### config.mk
export PLATFORM = sky130hd
export DESIGN_NAME = baro_altitude_conditioner_top
export DESIGN_NICKNAME = d
export VERILOG_FILES = /design/src/rtl/core/bac_pkg.sv /design/src/rtl/core/bac_cmpsub.sv /design/src/rtl/core/bac_apb_regs.sv /design/src/rtl/core/bac_datapath.sv /design/src/rtl/core/baro_altitude_conditioner_top.sv
export SDC_FILE = /design/constraint.sdc
export NUM_CORES = 2
export LEC_CHECK = 0
export ABC_AREA = 1
export BUFFER_PORTS_ARGS = -buffer_cell sky130_fd_sc_hd__buf_2
export CAP_MARGIN = 20
export CORE_UTILIZATION = 65
export DETAILED_ROUTE_END_ITERATION = 10
export HOLD_SLACK_MARGIN = 0.03
export PLACE_DENSITY = 0.95
export SLEW_MARGIN = 20
export SYNTH_ARGS = -nofsm -noshare
export SYNTH_HDL_FRONTEND = slang
export SYNTH_SLANG_ARGS = --single-unit
### constraint.sdc
create_clock -name clk_i -period 19.1 [get_ports clk_i]
set_input_delay 2.865 -clock clk_i [delete_from_list [all_inputs] [get_ports clk_i]]
set_output_delay 2.865 -clock clk_i [all_outputs]
set_load 0.005 [all_outputs]
### src/rtl/core/bac_pkg.sv
// Shared types, constants and register codes of the barometric altitude conditioner.
package bac_pkg;

  localparam int unsigned ALT_W    = 24;
  localparam int unsigned DT_W     = 20;
  localparam int unsigned VEL_W    = 16;
  localparam int unsigned CLIMB_W  = 32;
  localparam int unsigned LIMIT_W  = 10;
  localparam int unsigned BAND_W   = 8;
  localparam int unsigned STUCK_W  = 8;
  localparam int unsigned ADDR_W   = 4;
  localparam int unsigned DATA_W   = 32;
  localparam int unsigned CS_W     = 21;
  localparam int unsigned MUL_A_W  = 36;
  localparam int unsigned MUL_B_W  = 21;
  localparam int unsigned MUL_P_W  = MUL_A_W + MUL_B_W;

  localparam logic [LIMIT_W-1:0] SPEED_LIMIT_RST    = 10'd500;
  localparam logic [BAND_W-1:0]  SPEED_DEADBAND_RST = 8'd20;
  localparam logic [STUCK_W-1:0] STUCK_LIMIT_RST    = 8'd20;

  localparam logic signed [MUL_B_W-1:0] K_OLD      = 21'sd42598;
  localparam logic signed [MUL_B_W-1:0] K_NEW      = 21'sd22938;
  localparam logic signed [MUL_B_W-1:0] RECIP_20   = 21'sd3277;
  localparam logic signed [MUL_B_W-1:0] USEC_PER_S = 21'sd1000000;

  localparam logic signed [ALT_W-1:0]   ALT_MAX   = 24'sh7FFFFF;
  localparam logic signed [ALT_W-1:0]   ALT_MIN   = 24'sh800000;
  localparam logic signed [CLIMB_W-1:0] CLIMB_MAX = 32'sh7FFFFFFF;
  localparam logic signed [CLIMB_W-1:0] CLIMB_MIN = 32'sh80000000;

  typedef enum logic [1:0] {
    REG_SPEED_LIMIT    = 2'd0,
    REG_SPEED_DEADBAND = 2'd1,
    REG_STUCK_LIMIT    = 2'd2
  } reg_idx_e;

  typedef struct packed {
    logic [LIMIT_W-1:0] speed_limit;
    logic [BAND_W-1:0]  speed_deadband;
    logic [STUCK_W-1:0] stuck_limit;
  } cfg_t;

  typedef enum logic [3:0] {
    ST_IDLE,
    ST_OFFS,
    ST_SQX,
    ST_SQY,
    ST_SQRT,
    ST_SPD,
    ST_D20,
    ST_COMP,
    ST_ALT,
    ST_DIFF,
    ST_DIVI,
    ST_DIV,
    ST_FILA,
    ST_FILB,
    ST_FIN
  } bac_state_e;

endpackage

### src/rtl/core/bac_cmpsub.sv
// Shared compare and subtract unit used by the square root and the divider.
module bac_cmpsub
  import bac_pkg::*;
(
  input  logic [CS_W-1:0] a_i,
  input  logic [CS_W-1:0] b_i,
  output logic            ge_o,
  output logic [CS_W-1:0] diff_o
);

  assign ge_o   = (a_i >= b_i);
  assign diff_o = a_i - b_i;

endmodule

### src/rtl/core/bac_apb_regs.sv
// APB configuration registers of the barometric altitude conditioner.
module bac_apb_regs
  import bac_pkg::*;
(
  input  logic              clk_i,
  input  logic              rst_ni,
  input  logic              psel,
  input  logic              penable,
  input  logic              pwrite,
  input  logic [ADDR_W-1:0] paddr,
  input  logic [DATA_W-1:0] pwdata,
  output logic [DATA_W-1:0] prdata,
  output logic              pready,
  output cfg_t              cfg_o
);

  cfg_t     cfg_q, cfg_d;
  logic     wr_en;
  reg_idx_e idx;

  assign pready = 1'b1;
  assign wr_en  = psel && penable && pwrite && pready;
  assign idx    = reg_idx_e'(paddr[3:2]);
  assign cfg_o  = cfg_q;

  always_comb begin
    cfg_d = cfg_q;
    if (wr_en) begin
      case (idx)
        REG_SPEED_LIMIT:    cfg_d.speed_limit    = pwdata[LIMIT_W-1:0];
        REG_SPEED_DEADBAND: cfg_d.speed_deadband = pwdata[BAND_W-1:0];
        REG_STUCK_LIMIT:    cfg_d.stuck_limit    = pwdata[STUCK_W-1:0];
        default:            cfg_d                = cfg_q;
      endcase
    end
  end

  always_comb begin
    case (idx)
      REG_SPEED_LIMIT:    prdata = {{(DATA_W-LIMIT_W){1'b0}}, cfg_q.speed_limit};
      REG_SPEED_DEADBAND: prdata = {{(DATA_W-BAND_W){1'b0}}, cfg_q.speed_deadband};
      REG_STUCK_LIMIT:    prdata = {{(DATA_W-STUCK_W){1'b0}}, cfg_q.stuck_limit};
      default:            prdata = '0;
    endcase
  end

  always_ff @(posedge clk_i or negedge rst_ni) begin
    if (!rst_ni) begin
      cfg_q.speed_limit    <= SPEED_LIMIT_RST;
      cfg_q.speed_deadband <= SPEED_DEADBAND_RST;
      cfg_q.stuck_limit    <= STUCK_LIMIT_RST;
    end else begin
      cfg_q <= cfg_d;
    end
  end

endmodule

### src/rtl/core/bac_datapath.sv
// Sequencer and datapath of the conditioner: offset, speed compensation, filters.
module bac_datapath
  import bac_pkg::*;
(
  input  logic                      clk_i,
  input  logic                      rst_ni,
  input  cfg_t                      cfg_i,
  input  logic                      in_valid_i,
  output logic                      in_ready_o,
  input  logic signed [ALT_W-1:0]   raw_altitude_i,
  input  logic [DT_W-1:0]           elapsed_us_i,
  input  logic                      warmup_done_i,
  input  logic                      gps_fixed_i,
  input  logic signed [VEL_W-1:0]   speed_x_i,
  input  logic signed [VEL_W-1:0]   speed_y_i,
  output logic                      out_valid_o,
  input  logic                      out_ready_i,
  output logic signed [ALT_W-1:0]   altitude_o,
  output logic signed [CLIMB_W-1:0] climb_rate_q16_o,
  output logic                      sensor_fault_o
);

  bac_state_e state_q, state_d;

  logic signed [ALT_W-1:0]   raw_q, raw_d;
  logic [DT_W-1:0]           dt_q, dt_d;
  logic                      warm_q, warm_d;
  logic                      gps_q, gps_d;
  logic signed [VEL_W-1:0]   vx_q, vx_d, vy_q, vy_d;

  logic signed [ALT_W-1:0]   zo_q, zo_d, fa_q, fa_d, prev_q, prev_d;
  logic signed [CLIMB_W-1:0] climb_q, climb_d;
  logic [STUCK_W-1:0]        same_q, same_d;
  logic                      fault_q, fault_d;

  logic signed [ALT_W+1:0]   dv_q, dv_d;
  logic [31:0]               sq_q, sq_d;
  logic [15:0]               root_q, root_d;
  logic [DT_W-1:0]           rem_q, rem_d;
  logic [5:0]                cnt_q, cnt_d;
  logic [LIMIT_W-1:0]        sp_q, sp_d;
  logic signed [MUL_P_W-1:0] prod_q, prod_d;
  logic signed [ALT_W-1:0]   alt_q, alt_d;
  logic                      neg_q, neg_d;
  logic                      rsat_q, rsat_d;
  logic [34:0]               nq_q, nq_d;

  logic                      ov_q, ov_d;
  logic signed [ALT_W-1:0]   oalt_q, oalt_d;
  logic signed [CLIMB_W-1:0] oclimb_q, oclimb_d;
  logic                      ofault_q, ofault_d;

  logic signed [MUL_A_W-1:0] mul_a;
  logic signed [MUL_B_W-1:0] mul_b;
  logic signed [MUL_P_W-1:0] mul_p;
  logic [CS_W-1:0]           cs_a, cs_b, cs_diff;
  logic                      cs_ge;

  logic signed [ALT_W:0]     off_sum, off_half;
  logic signed [ALT_W-1:0]   new_off;
  logic [LIMIT_W-1:0]        sp_clamp;
  logic [5:0]                q20;
  logic [LIMIT_W-1:0]        q20x20;
  logic signed [30:0]        dx, tcomp;
  logic signed [ALT_W+2:0]   alt_sum, alt_half;
  logic signed [ALT_W:0]     diff;
  logic [ALT_W:0]            mag;
  logic [25:0]               div_hi;
  logic signed [MUL_A_W-1:0] rate;
  logic signed [MUL_P_W-1:0] acc_r;
  logic signed [MUL_P_W-17:0] acc_sh;
  logic signed [CLIMB_W-1:0] climb_n;
  logic [STUCK_W-1:0]        same_n;
  logic                      fault_n;
  logic                      eq_alt;

  assign mul_p = mul_a * mul_b;

  bac_cmpsub u_cmpsub (
    .a_i    (cs_a),
    .b_i    (cs_b),
    .ge_o   (cs_ge),
    .diff_o (cs_diff)
  );

  assign in_ready_o       = (state_q == ST_IDLE);
  assign out_valid_o      = ov_q;
  assign altitude_o       = oalt_q;
  assign climb_rate_q16_o = oclimb_q;
  assign sensor_fault_o   = ofault_q;

  always_comb begin
    off_sum  = $signed({zo_q[ALT_W-1], zo_q}) + $signed({raw_q[ALT_W-1], raw_q});
    off_half = (off_sum + $signed({{ALT_W{1'b0}}, off_sum[ALT_W]})) >>> 1;
    new_off  = warm_q ? off_half[ALT_W-1:0] : zo_q;

    sp_clamp = (root_q > {6'd0, cfg_i.speed_limit}) ? cfg_i.speed_limit : root_q[LIMIT_W-1:0];

    q20    = prod_q[21:16];
    q20x20 = {q20, 4'd0} + {2'd0, q20, 2'd0};
    dx     = {{5{dv_q[ALT_W+1]}}, dv_q};
    tcomp  = (dx <<< 4) + (dx <<< 2) - $signed({21'd0, sp_q});

    alt_sum  = $signed({{3{fa_q[ALT_W-1]}}, fa_q}) + $signed({dv_q[ALT_W+1], dv_q});
    alt_half = (alt_sum + $signed({{(ALT_W+2){1'b0}}, alt_sum[ALT_W+2]})) >>> 1;

    diff   = $signed({alt_q[ALT_W-1], alt_q}) - $signed({prev_q[ALT_W-1], prev_q});
    mag    = diff[ALT_W] ? (ALT_W+1)'(0) - diff : diff;
    div_hi = prod_q[44:19];

    rate   = neg_q ? -$signed({1'b0, nq_q}) : $signed({1'b0, nq_q});
    acc_r  = prod_q + (prod_q[MUL_P_W-1] ? $signed(MUL_P_W'(65535)) : $signed(MUL_P_W'(0)));
    acc_sh = acc_r[MUL_P_W-1:16];
    if (rsat_q) begin
      climb_n = neg_q ? CLIMB_MIN : CLIMB_MAX;
    end else if (acc_sh > $signed({{(MUL_P_W-16-CLIMB_W){1'b0}}, CLIMB_MAX})) begin
      climb_n = CLIMB_MAX;
    end else if (acc_sh < $signed({{(MUL_P_W-16-CLIMB_W){1'b1}}, CLIMB_MIN})) begin
      climb_n = CLIMB_MIN;
    end else begin
      climb_n = acc_sh[CLIMB_W-1:0];
    end

    eq_alt = (alt_q == prev_q);
    if (eq_alt) begin
      same_n  = (same_q == '1) ? same_q : same_q + 1'b1;
      fault_n = fault_q || (same_n > cfg_i.stuck_limit);
    end else begin
      same_n  = '0;
      fault_n = 1'b0;
    end
  end

  always_comb begin
    state_d  = state_q;
    raw_d    = raw_q;
    dt_d     = dt_q;
    warm_d   = warm_q;
    gps_d    = gps_q;
    vx_d     = vx_q;
    vy_d     = vy_q;
    zo_d     = zo_q;
    fa_d     = fa_q;
    prev_d   = prev_q;
    climb_d  = climb_q;
    same_d   = same_q;
    fault_d  = fault_q;
    dv_d     = dv_q;
    sq_d     = sq_q;
    root_d   = root_q;
    rem_d    = rem_q;
    cnt_d    = cnt_q;
    sp_d     = sp_q;
    prod_d   = prod_q;
    alt_d    = alt_q;
    neg_d    = neg_q;
    rsat_d   = rsat_q;
    nq_d     = nq_q;
    ov_d     = ov_q && !out_ready_i;
    oalt_d   = oalt_q;
    oclimb_d = oclimb_q;
    ofault_d = ofault_q;
    mul_a    = '0;
    mul_b    = '0;
    cs_a     = '0;
    cs_b     = '0;

    case (state_q)
      ST_IDLE: begin
        if (in_valid_i) begin
          raw_d   = raw_altitude_i;
          dt_d    = (elapsed_us_i == '0) ? DT_W'(1) : elapsed_us_i;
          warm_d  = warmup_done_i;
          gps_d   = gps_fixed_i;
          vx_d    = speed_x_i;
          vy_d    = speed_y_i;
          rsat_d  = 1'b0;
          state_d = ST_OFFS;
        end
      end
      ST_OFFS: begin
        zo_d    = new_off;
        dv_d    = $signed({{2{raw_q[ALT_W-1]}}, raw_q}) - $signed({{2{new_off[ALT_W-1]}}, new_off});
        state_d = gps_q ? ST_SQX : ST_ALT;
      end
      ST_SQX: begin
        mul_a   = MUL_A_W'(vx_q);
        mul_b   = MUL_B_W'(vx_q);
        prod_d  = mul_p;
        state_d = ST_SQY;
      end
      ST_SQY: begin
        mul_a   = MUL_A_W'(vy_q);
        mul_b   = MUL_B_W'(vy_q);
        sq_d    = prod_q[31:0] + mul_p[31:0];
        root_d  = '0;
        rem_d   = '0;
        cnt_d   = 6'd15;
        state_d = ST_SQRT;
      end
      ST_SQRT: begin
        cs_a   = {rem_q[18:0], sq_q[31:30]};
        cs_b   = {3'd0, root_q, 2'b01};
        rem_d  = cs_ge ? cs_diff[DT_W-1:0] : cs_a[DT_W-1:0];
        root_d = {root_q[14:0], cs_ge};
        sq_d   = {sq_q[29:0], 2'b00};
        cnt_d  = cnt_q - 1'b1;
        if (cnt_q == '0) begin
          state_d = ST_SPD;
        end
      end
      ST_SPD: begin
        sp_d    = (sp_clamp > {2'd0, cfg_i.speed_deadband})
                  ? sp_clamp - {2'd0, cfg_i.speed_deadband} : '0;
        state_d = ST_D20;
      end
      ST_D20: begin
        mul_a   = $signed({{(MUL_A_W-LIMIT_W){1'b0}}, sp_q});
        mul_b   = RECIP_20;
        prod_d  = mul_p;
        state_d = ST_COMP;
      end
      ST_COMP: begin
        dv_d    = dv_q - $signed({{(ALT_W-4){1'b0}}, q20})
                  - $signed({{(ALT_W+1){1'b0}}, (!tcomp[30] && (sp_q != q20x20))});
        state_d = ST_ALT;
      end
      ST_ALT: begin
        if (alt_half > $signed({{3{1'b0}}, ALT_MAX})) begin
          alt_d = ALT_MAX;
        end else if (alt_half < $signed({{3{1'b1}}, ALT_MIN})) begin
          alt_d = ALT_MIN;
        end else begin
          alt_d = alt_half[ALT_W-1:0];
        end
        state_d = ST_DIFF;
      end
      ST_DIFF: begin
        neg_d   = diff[ALT_W];
        mul_a   = $signed({{(MUL_A_W-ALT_W-1){1'b0}}, mag});
        mul_b   = USEC_PER_S;
        prod_d  = mul_p;
        state_d = ST_DIVI;
      end
      ST_DIVI: begin
        rsat_d = (div_hi >= {6'd0, dt_q});
        rem_d  = div_hi[DT_W-1:0];
        nq_d   = {prod_q[18:0], 16'd0};
        cnt_d  = 6'd34;
        state_d = (div_hi >= {6'd0, dt_q}) ? ST_FIN : ST_DIV;
      end
      ST_DIV: begin
        cs_a  = {rem_q, nq_q[34]};
        cs_b  = {1'b0, dt_q};
        rem_d = cs_ge ? cs_diff[DT_W-1:0] : cs_a[DT_W-1:0];
        nq_d  = {nq_q[33:0], cs_ge};
        cnt_d = cnt_q - 1'b1;
        if (cnt_q == '0) begin
          state_d = ST_FILA;
        end
      end
      ST_FILA: begin
        mul_a   = MUL_A_W'(climb_q);
        mul_b   = K_OLD;
        prod_d  = mul_p;
        state_d = ST_FILB;
      end
      ST_FILB: begin
        mul_a   = rate;
        mul_b   = K_NEW;
        prod_d  = prod_q + mul_p;
        state_d = ST_FIN;
      end
      ST_FIN: begin
        if (!ov_q || out_ready_i) begin
          fa_d     = alt_q;
          prev_d   = alt_q;
          climb_d  = climb_n;
          same_d   = same_n;
          fault_d  = fault_n;
          ov_d     = 1'b1;
          oalt_d   = alt_q;
          oclimb_d = climb_n;
          ofault_d = fault_n;
          state_d  = ST_IDLE;
        end
      end
      default: begin
        state_d = ST_IDLE;
      end
    endcase
  end

  always_ff @(posedge clk_i or negedge rst_ni) begin
    if (!rst_ni) begin
      state_q <= ST_IDLE;
      zo_q    <= '0;
      fa_q    <= '0;
      prev_q  <= '0;
      climb_q <= '0;
      same_q  <= '0;
      fault_q <= 1'b0;
      ov_q    <= 1'b0;
      rsat_q  <= 1'b0;
      cnt_q   <= '0;
    end else begin
      state_q <= state_d;
      zo_q    <= zo_d;
      fa_q    <= fa_d;
      prev_q  <= prev_d;
      climb_q <= climb_d;
      same_q  <= same_d;
      fault_q <= fault_d;
      ov_q    <= ov_d;
      rsat_q  <= rsat_d;
      cnt_q   <= cnt_d;
    end
  end

  always_ff @(posedge clk_i) begin
    raw_q    <= raw_d;
    dt_q     <= dt_d;
    warm_q   <= warm_d;
    gps_q    <= gps_d;
    vx_q     <= vx_d;
    vy_q     <= vy_d;
    dv_q     <= dv_d;
    sq_q     <= sq_d;
    root_q   <= root_d;
    rem_q    <= rem_d;
    sp_q     <= sp_d;
    prod_q   <= prod_d;
    alt_q    <= alt_d;
    neg_q    <= neg_d;
    nq_q     <= nq_d;
    oalt_q   <= oalt_d;
    oclimb_q <= oclimb_d;
    ofault_q <= ofault_d;
  end

endmodule

### src/rtl/core/baro_altitude_conditioner_top.sv
// Barometric altitude conditioner: one sample in, one conditioned result out, processed
// one sample at a time. The 16 steps of the speed square root and the 35 steps of the
// vertical speed division share one compare and subtract unit. When the vertical speed is
// so large that the climb rate saturates, the division and the climb filter are skipped.
// The input is not ready while a sample is being processed and becomes ready again
// together with the result, so a new sample is taken only once the last one is through.
// A finished result waits in an output register, so the next sample may be taken before
// it is collected. Configuration registers lie at byte addresses 0, 4 and 8; the user
// must write them only while the block is idle, which the block itself does not enforce.
module baro_altitude_conditioner_top
  import bac_pkg::*;
(
  input  logic                      clk_i,
  input  logic                      rst_ni,
  input  logic                      psel,
  input  logic                      penable,
  input  logic                      pwrite,
  input  logic [ADDR_W-1:0]         paddr,
  input  logic [DATA_W-1:0]         pwdata,
  output logic [DATA_W-1:0]         prdata,
  output logic                      pready,
  input  logic                      in_valid_i,
  output logic                      in_ready_o,
  input  logic signed [ALT_W-1:0]   raw_altitude_i,
  input  logic [DT_W-1:0]           elapsed_us_i,
  input  logic                      warmup_done_i,
  input  logic                      gps_fixed_i,
  input  logic signed [VEL_W-1:0]   speed_x_i,
  input  logic signed [VEL_W-1:0]   speed_y_i,
  output logic                      out_valid_o,
  input  logic                      out_ready_i,
  output logic signed [ALT_W-1:0]   altitude_o,
  output logic signed [CLIMB_W-1:0] climb_rate_q16_o,
  output logic                      sensor_fault_o
);

  cfg_t cfg;

  bac_apb_regs u_regs (
    .clk_i   (clk_i),
    .rst_ni  (rst_ni),
    .psel    (psel),
    .penable (penable),
    .pwrite  (pwrite),
    .paddr   (paddr),
    .pwdata  (pwdata),
    .prdata  (prdata),
    .pready  (pready),
    .cfg_o   (cfg)
  );

  bac_datapath u_datapath (
    .clk_i            (clk_i),
    .rst_ni           (rst_ni),
    .cfg_i            (cfg),
    .in_valid_i       (in_valid_i),
    .in_ready_o       (in_ready_o),
    .raw_altitude_i   (raw_altitude_i),
    .elapsed_us_i     (elapsed_us_i),
    .warmup_done_i    (warmup_done_i),
    .gps_fixed_i      (gps_fixed_i),
    .speed_x_i        (speed_x_i),
    .speed_y_i        (speed_y_i),
    .out_valid_o      (out_valid_o),
    .out_ready_i      (out_ready_i),
    .altitude_o       (altitude_o),
    .climb_rate_q16_o (climb_rate_q16_o),
    .sensor_fault_o   (sensor_fault_o)
  );

  a_busy_after_transfer : assert property (@(posedge clk_i) disable iff (!rst_ni)
    (in_valid_i && in_ready_o) |=> !in_ready_o ##1 !in_ready_o)
    else $error("input ready too soon after a transfer");

  a_result_from_busy : assert property (@(posedge clk_i) disable iff (!rst_ni)
    $rose(out_valid_o) |-> $past(!in_ready_o))
    else $error("result appeared without a sample in progress");

  a_stuck_limit_write : assert property (@(posedge clk_i) disable iff (!rst_ni)
    (psel && penable && pwrite && pready && (paddr[3:2] == 2'(REG_STUCK_LIMIT)))
    |=> (cfg.stuck_limit == $past(pwdata[STUCK_W-1:0])))
    else $error("stuck limit register not written");

endmodule

**Word level (Yosys, flattened, before mapping)**

Index checks and enable logic that the tools add are counted.

- Register bits: 483
- Bits in latches: 0
- Bits in writable memories: 0
- ROM bits: 0
- Output and inout bits: 92
- Logic and storage cells: 150
- Memories: 0

- $add $sub $neg: 20
- Multiply operators: 1
- Div/mod/pow operators: 0
- Magnitude comparators: 9
- Equality and inequality tests: 23
- Shifts and indexed selects: 0
- Mux-type cells: 38
- Bitwise operators: 0
- Reduce and logical (&&, ||, !) cells: 29

Operator list:

| cell | number |
|---|---|
| $pmux 36 s6 | 1 |
| $mux 32 | 4 |
| $pmux 21 s6 | 1 |
| $add 57x57->57 | 2 |
| $pmux 57 s2 | 1 |
| $pmux 20 s4 | 1 |
| $pmux 35 s2 | 1 |
| $pmux 32 s2 | 1 |
| $pmux 4 s15 | 1 |
| $mul 36x21->57 | 1 |
| $pmux 26 s2 | 1 |
| $sub 24x24->25 | 2 |
| $mux 24 | 2 |
| $pmux 21 s2 | 1 |
| $gt 41x32->1 const B | 1 |
| $lt 41x32->1 const B | 1 |
| $mux 20 | 2 |
| $pmux 20 s2 | 1 |
| $mux 36 | 1 |
| $neg 35->36 | 1 |
| $add 32x32->32 | 1 |
| $pmux 16 s2 | 1 |
| $add 30x28->31 | 1 |
| $sub 31x11->31 | 1 |
| other kinds (54) | 89 |

**Depth between registers and ports, before layout**

- Depth after elaboration: 7
- Gate-level depth with buffers: 64
- Gate-level depth less buffers: 63

**Modules after synthesis**

Synthesis repeated with hierarchy kept, for this count alone.

- Cell total of the unflattened synthesis: 9207
- Area, all modules: 67704.9 um^2

Modules (own cells, without submodules):

| module | instances | cells each | area an instance (um^2) |
|---|---|---|---|
| bac_datapath | 1 | 8712 | 64699.6 |
| bac_cmpsub | 1 | 312 | 1590.3 |
| bac_apb_regs | 1 | 183 | 1415.1 |

**Least setup slack after synthesis**

Ideal clock, no wire load.

- Path type: flip-flop to flip-flop
- From: register u_datapath.fa_q[0] (netlist name)
- To: register u_datapath.prod_q[50], data pin
- Setup time: 0.254 ns
- Arrival time: 9.974 ns
- Data required time: 18.846 ns
- Setup slack: 8.872 ns
- Stages on the path, launching flop included: 53
- Path buffers: 1
- Path through: dfrtp_1 ha_1 fa_1 inv_1 nand3_1 nand2_1 nand2_1 nand2_1 nand2_1 nand2_1 nand2_1 nand2_1 nand2_1 nand2_1 clkbuf_1 nor2_1 nand2_1 nand3_1 (+17 left out) a21oi_1 nand3_1 nand3_1 nand2_1 a21oi_1 o21ai_0 or2_2 and2_1 ha_1 a21oi_1 inv_1 a31oi_1 o21ai_0 a221oi_1 o211ai_1 or2_2 nand3_1 nand2_1

RTL lines:

| element | line | text |
|---|---|---|
| end signal, assigned | bac_datapath.sv:332 | `prod_q <= prod_d;` |
| end, declared | bac_datapath.sv:42 | `logic signed [MUL_P_W-1:0] prod_q, prod_d;` |

**Worst setup path after layout**

- From: register u_datapath.alt_q[0]
- To: register u_datapath.prod_q[47], data pin

- Cells in the longest elaborated chain, start to end: 7

Ends and longest elaborated chain:

| element | line | text |
|---|---|---|
| start, declared | bac_datapath.sv:43 | `logic signed [ALT_W-1:0] alt_q, alt_d;` |
| start signal, assigned | bac_datapath.sv:333 | `alt_q <= alt_d;` |
| $sub 24x24->25 (*) | bac_datapath.sv:107 | `diff = $signed({alt_q[ALT_W-1], alt_q}) - $signed({prev_q[ALT_W-1], prev_q});` |
| $sub 1x25->25 | bac_datapath.sv:108 | `mag = diff[ALT_W] ? (ALT_W+1)'(0) - diff : diff;` |
| $mux 25 (*) | bac_datapath.sv:108 |  |
| $pmux 36 s6 (*) | bac_datapath.sv:168 | `case (state_q)` |
| $mul 36x21->57 (*) | bac_datapath.sv:77 | `assign mul_p = mul_a * mul_b;` |
| $add 57x57->57 | bac_datapath.sv:271 | `prod_d = prod_q + mul_p;` |
| $pmux 57 s2 (*) | bac_datapath.sv:168 |  |
| named net u_datapath.prod_d[47] | bac_datapath.sv:42 |  |

The timed path passes the listed nets; every way through them passes the cells marked *.
A chain may end at the register's enable or synchronous reset.

==> impl_metrics.env <==
export IMPL_edff_count_synth=356
export IMPL_mostFrequentLayoutCell="sky130_fd_sc_hd__nand2_1"
export IMPL_syn_avg_cell_area_um2=7.49
export IMPL_worst_hold_path_type="flop to flop"
export IMPL_floorplan_die_height_um=321
export IMPL_pre_repair_dr_iteration_count=7
export IMPL_overall_die_area_um2=103000
export IMPL_synth_cell_area_um2=66000
export IMPL_cts_root_buffer_cell="sky130_fd_sc_hd__clkbuf_16"
export IMPL_cp_common_cell="sky130_fd_sc_hd__nand2_1"
export IMPL_worst_path_stages=53
export IMPL_synthesis_instances=8810
export IMPL_ys_async_sr_fraction_pct=26.3
export IMPL_synth_top_family_by_area="adder cells"
export IMPL_grt_ovfl_total=0
export IMPL_start_kind="flop"
export IMPL_critical_path_top_delay_family="adder cells"
export IMPL_timing_critical_path_required_ps=19480
export IMPL_cts_bufs_inserted=54
export IMPL_hold_depth=0
export IMPL_final_period_utilization_pct=73.0
export IMPL_critPathKind="flop to flop"
export IMPL_synth_warning_count=0
export IMPL_yosys_most_used_dff="sky130_fd_sc_hd__edfxtp_1"
export IMPL_route_final_wire_length_um=221000
export IMPL_setup_viol_count_final=0
export IMPL_tightest_slew_ps=1270
export IMPL_design_final_nets=10200
export IMPL_avgViaCountPerCell=5.99
export IMPL_placement_cell_area_um2=68200
export IMPL_io_buffer_count=165
export IMPL_initial_core_utilization_pct=65.8
export IMPL_layout_cell_share_with_drive_strength_beyond_1_pct=4.78
export IMPL_grtUsageTotal_pct=43.2
export IMPL_drt_wirelength_per_cell_um=21.4
export IMPL_number_of_core_rows=116
export IMPL_slowest_stage="sky130_fd_sc_hd__nand2_1"
export IMPL_cts_sink_count=483
export IMPL_flow_area_growth_from_synthesis_pct=6.16
export IMPL_number_of_antenna_violations_at_the_first_check_in_global_routing=8
export IMPL_synth_seq_cells=483
export IMPL_drcViolationCount=0
export IMPL_cts_hold_buffers=0
export IMPL_xor_xnor_share_of_the_synthesized_area_pct=2.68
export IMPL_yosys_area_share_adder_pct=31.5
export IMPL_dr_first_iter_drc_count=7535
export IMPL_io_pins=213
export IMPL_crit_path_max_incr_delay_ps=620
export IMPL_dpl_hpwl_um=180000
export IMPL_grt_pass1_wl_um=340000
export IMPL_h_tree_depth=2
export IMPL_count_of_max_cap_constraint_violations=0
export IMPL_core_area_um2=100000
export IMPL_detailroute_via_count=61800
export IMPL_critical_path_endpoint_type="flop"
export IMPL_grt_start_max_net_pins=84
export IMPL_max_freq_mhz=71.7
export IMPL_finalWeightedCongestion=1.06
export IMPL_clk_pin_slew_ps=70
export IMPL_synth_seq_area_share_pct=21.0
export IMPL_headroom_to_the_max_slew_limit_pct=14.0
export IMPL_timing_critical_path_buf_inv=9
export IMPL_layout_min_cycle_time_ps=13950
export IMPL_number_of_global_route_vias_before_repair=61300
export IMPL_die_w_um=321
export IMPL_cp_data_arrival_time_ps=14330
export IMPL_path_max_fanout=25
export IMPL_final_antenna_net_count=0
export IMPL_finalHoldViolCount=0
export IMPL_commonest_cells_after_routing_fill_and_taps_aside="2,261 x sky130_fd_sc_hd__nand2_1, 1,867 x sky130_fd_sc_hd__inv_1, 757 x sky130_fd_sc_hd__fa_1, 729 x sky130_fd_sc_hd__nor2_1, 449 x sky130_fd_sc_hd__ha_1"
export IMPL_final_cell_area_um2=70000
export IMPL_tritoncts="built"
export IMPL_setup_tns_ps=0
export IMPL_rsz0062_at_grt="false"
export IMPL_yosysUniqueCellTypes=65
export IMPL_clk_latency_ps=670
export IMPL_postCtsSetupBuffers=0
export IMPL_synth_simple_gate_area_share_pct=22.6
export IMPL_finalClockSkew_ps=47.5
export IMPL_worstRegToRegCells=53
export IMPL_ctsResizeCount=0
export IMPL_outcome="completed"
export IMPL_slew_viol_final=0
export IMPL_synth_compound_area_share_pct=9.80
export IMPL_clk_path_buf_depth=3
export IMPL_post_synth_mux_area_share_pct=0
## cell type report
class | instances | area, um2
fill | 7957 | 30300
multi-input combinational | 6247 | 44100
clock inverter | 36 | 370
clock buffer | 65 | 1440
timing repair buffer | 236 | 1390
tap | 1357 | 1700
inverter | 1887 | 7090
sequential | 483 | 13900
antenna | 3 | 7.51
## kinds of logic (layout without fill, tap and decap cells)
kind of cell,count (synthesis),in the layout
AND/OR/NAND/NOR,3649,3649
buffers and inverters,2121,2224
adder cells (fa/ha/maj),1206,1206
AO/OA/AOI/OAI,1148,1148
flip-flops,483,483
XOR/XNOR,201,201
other,2,46
## worst paths after layout
kind / startpoint / end / slack, ps
setup / recovery: u_datapath.alt_q[0]$_SDFFCE_PN1P_ / u_datapath.prod_q[47]$_DFFE_PP_ / 5150
hold / removal: u_datapath.alt_q[0]$_SDFFCE_PN1P_ / u_datapath.altitude_o[0]$_DFFE_PP_ / 460
setup reg to reg: u_datapath.alt_q[0]$_SDFFCE_PN1P_ / u_datapath.prod_q[47]$_DFFE_PP_ / 5150
hold reg to reg: u_datapath.alt_q[0]$_SDFFCE_PN1P_ / u_datapath.altitude_o[0]$_DFFE_PP_ / 460
max in group asynchronous: rst_ni / u_datapath.climb_q[19]$_DFFE_PN0P_ / 15370
min in group asynchronous: rst_ni / u_regs.cfg_o[0]$_DFFE_PN0P_ / 2210
## through the flow
stage	hold slack, ps	cells	utilization, %	setup slack [ps]
6_report	463	10300	69.8	5150
5_1_grt	479	10300	69.8	4830
4_1_cts	457	10300	69.8	5870
3_5_place_dp	445	10200	68.0	5880
3_3_place_gp	440	10200	68.0	6180
2_1_floorplan	426	8851	-	8870
## cell usage after synthesis (all sizes together), types with 5 or more instances
master / count / area [um2]
a2111oi: 5 / 43.8
a211oi: 11 / 82.6
a21boi: 7 / 52.6
a21o: 30 / 225
a21oi: 422 / 2110
a221oi: 15 / 131
a22o: 15 / 131
a31oi: 45 / 282
and2: 11 / 70.1
and3: 5 / 31.3
buf: 82 / 470
clkbuf: 152 / 571
clkinv: 11 / 41.3
dfrtp: 117 / 2930
dfstp: 10 / 263
edfxtp: 356 / 10700
fa: 757 / 15200
ha: 449 / 5620
inv: 1876 / 7040
nand2: 2269 / 8530
nand3: 320 / 1630
nand3b: 27 / 203
nand4: 111 / 701
nor2: 748 / 2850
nor3: 89 / 477
nor4: 28 / 175
o2111ai: 5 / 43.8
o211ai: 24 / 190
o21a: 15 / 113
o21ai: 430 / 2170
o21bai: 33 / 248
o221ai: 13 / 114
o22ai: 57 / 357
o31ai: 9 / 67.6
or2: 37 / 231
xnor2: 56 / 498
xor2: 145 / 1270
## sequential cells by signal (all words and copies together), names as in the netlist, 8 cells and up
register	count
u_datapath.alt_q	24
u_datapath.altitude_o	24
u_datapath.climb_q	32
u_datapath.climb_rate_q16_o	32
u_datapath.dt_q	20
u_datapath.dv_q	26
u_datapath.fa_q	24
u_datapath.nq_q	35
u_datapath.prod_q	57
u_datapath.raw_q	24
u_datapath.rem_q	20
u_datapath.root_q	16
u_datapath.same_q	8
u_datapath.sp_q	10
u_datapath.sq_q	32
u_datapath.vx_q	16
u_datapath.vy_q	16
u_datapath.zo_q	24
u_regs.cfg_o	26
## per-layer routing
layer | part of all wire (%) | GRT usage, % | wire, um | vias to the layer above
li1 | - | - | - | 27600
met1 | 38 | 57.0 | 82700 | 29200
met2 | 43 | 65.4 | 94400 | 4039
met3 | 13 | 10.9 | 28600 | 873
met4 | 6.7 | 23.7 | 14700 | 8
met5 | 0.022 | 0 | 48 | -
Power is not shown: default switching activity piles up to over one toggle a cycle in this logic, so the estimate is an artifact.
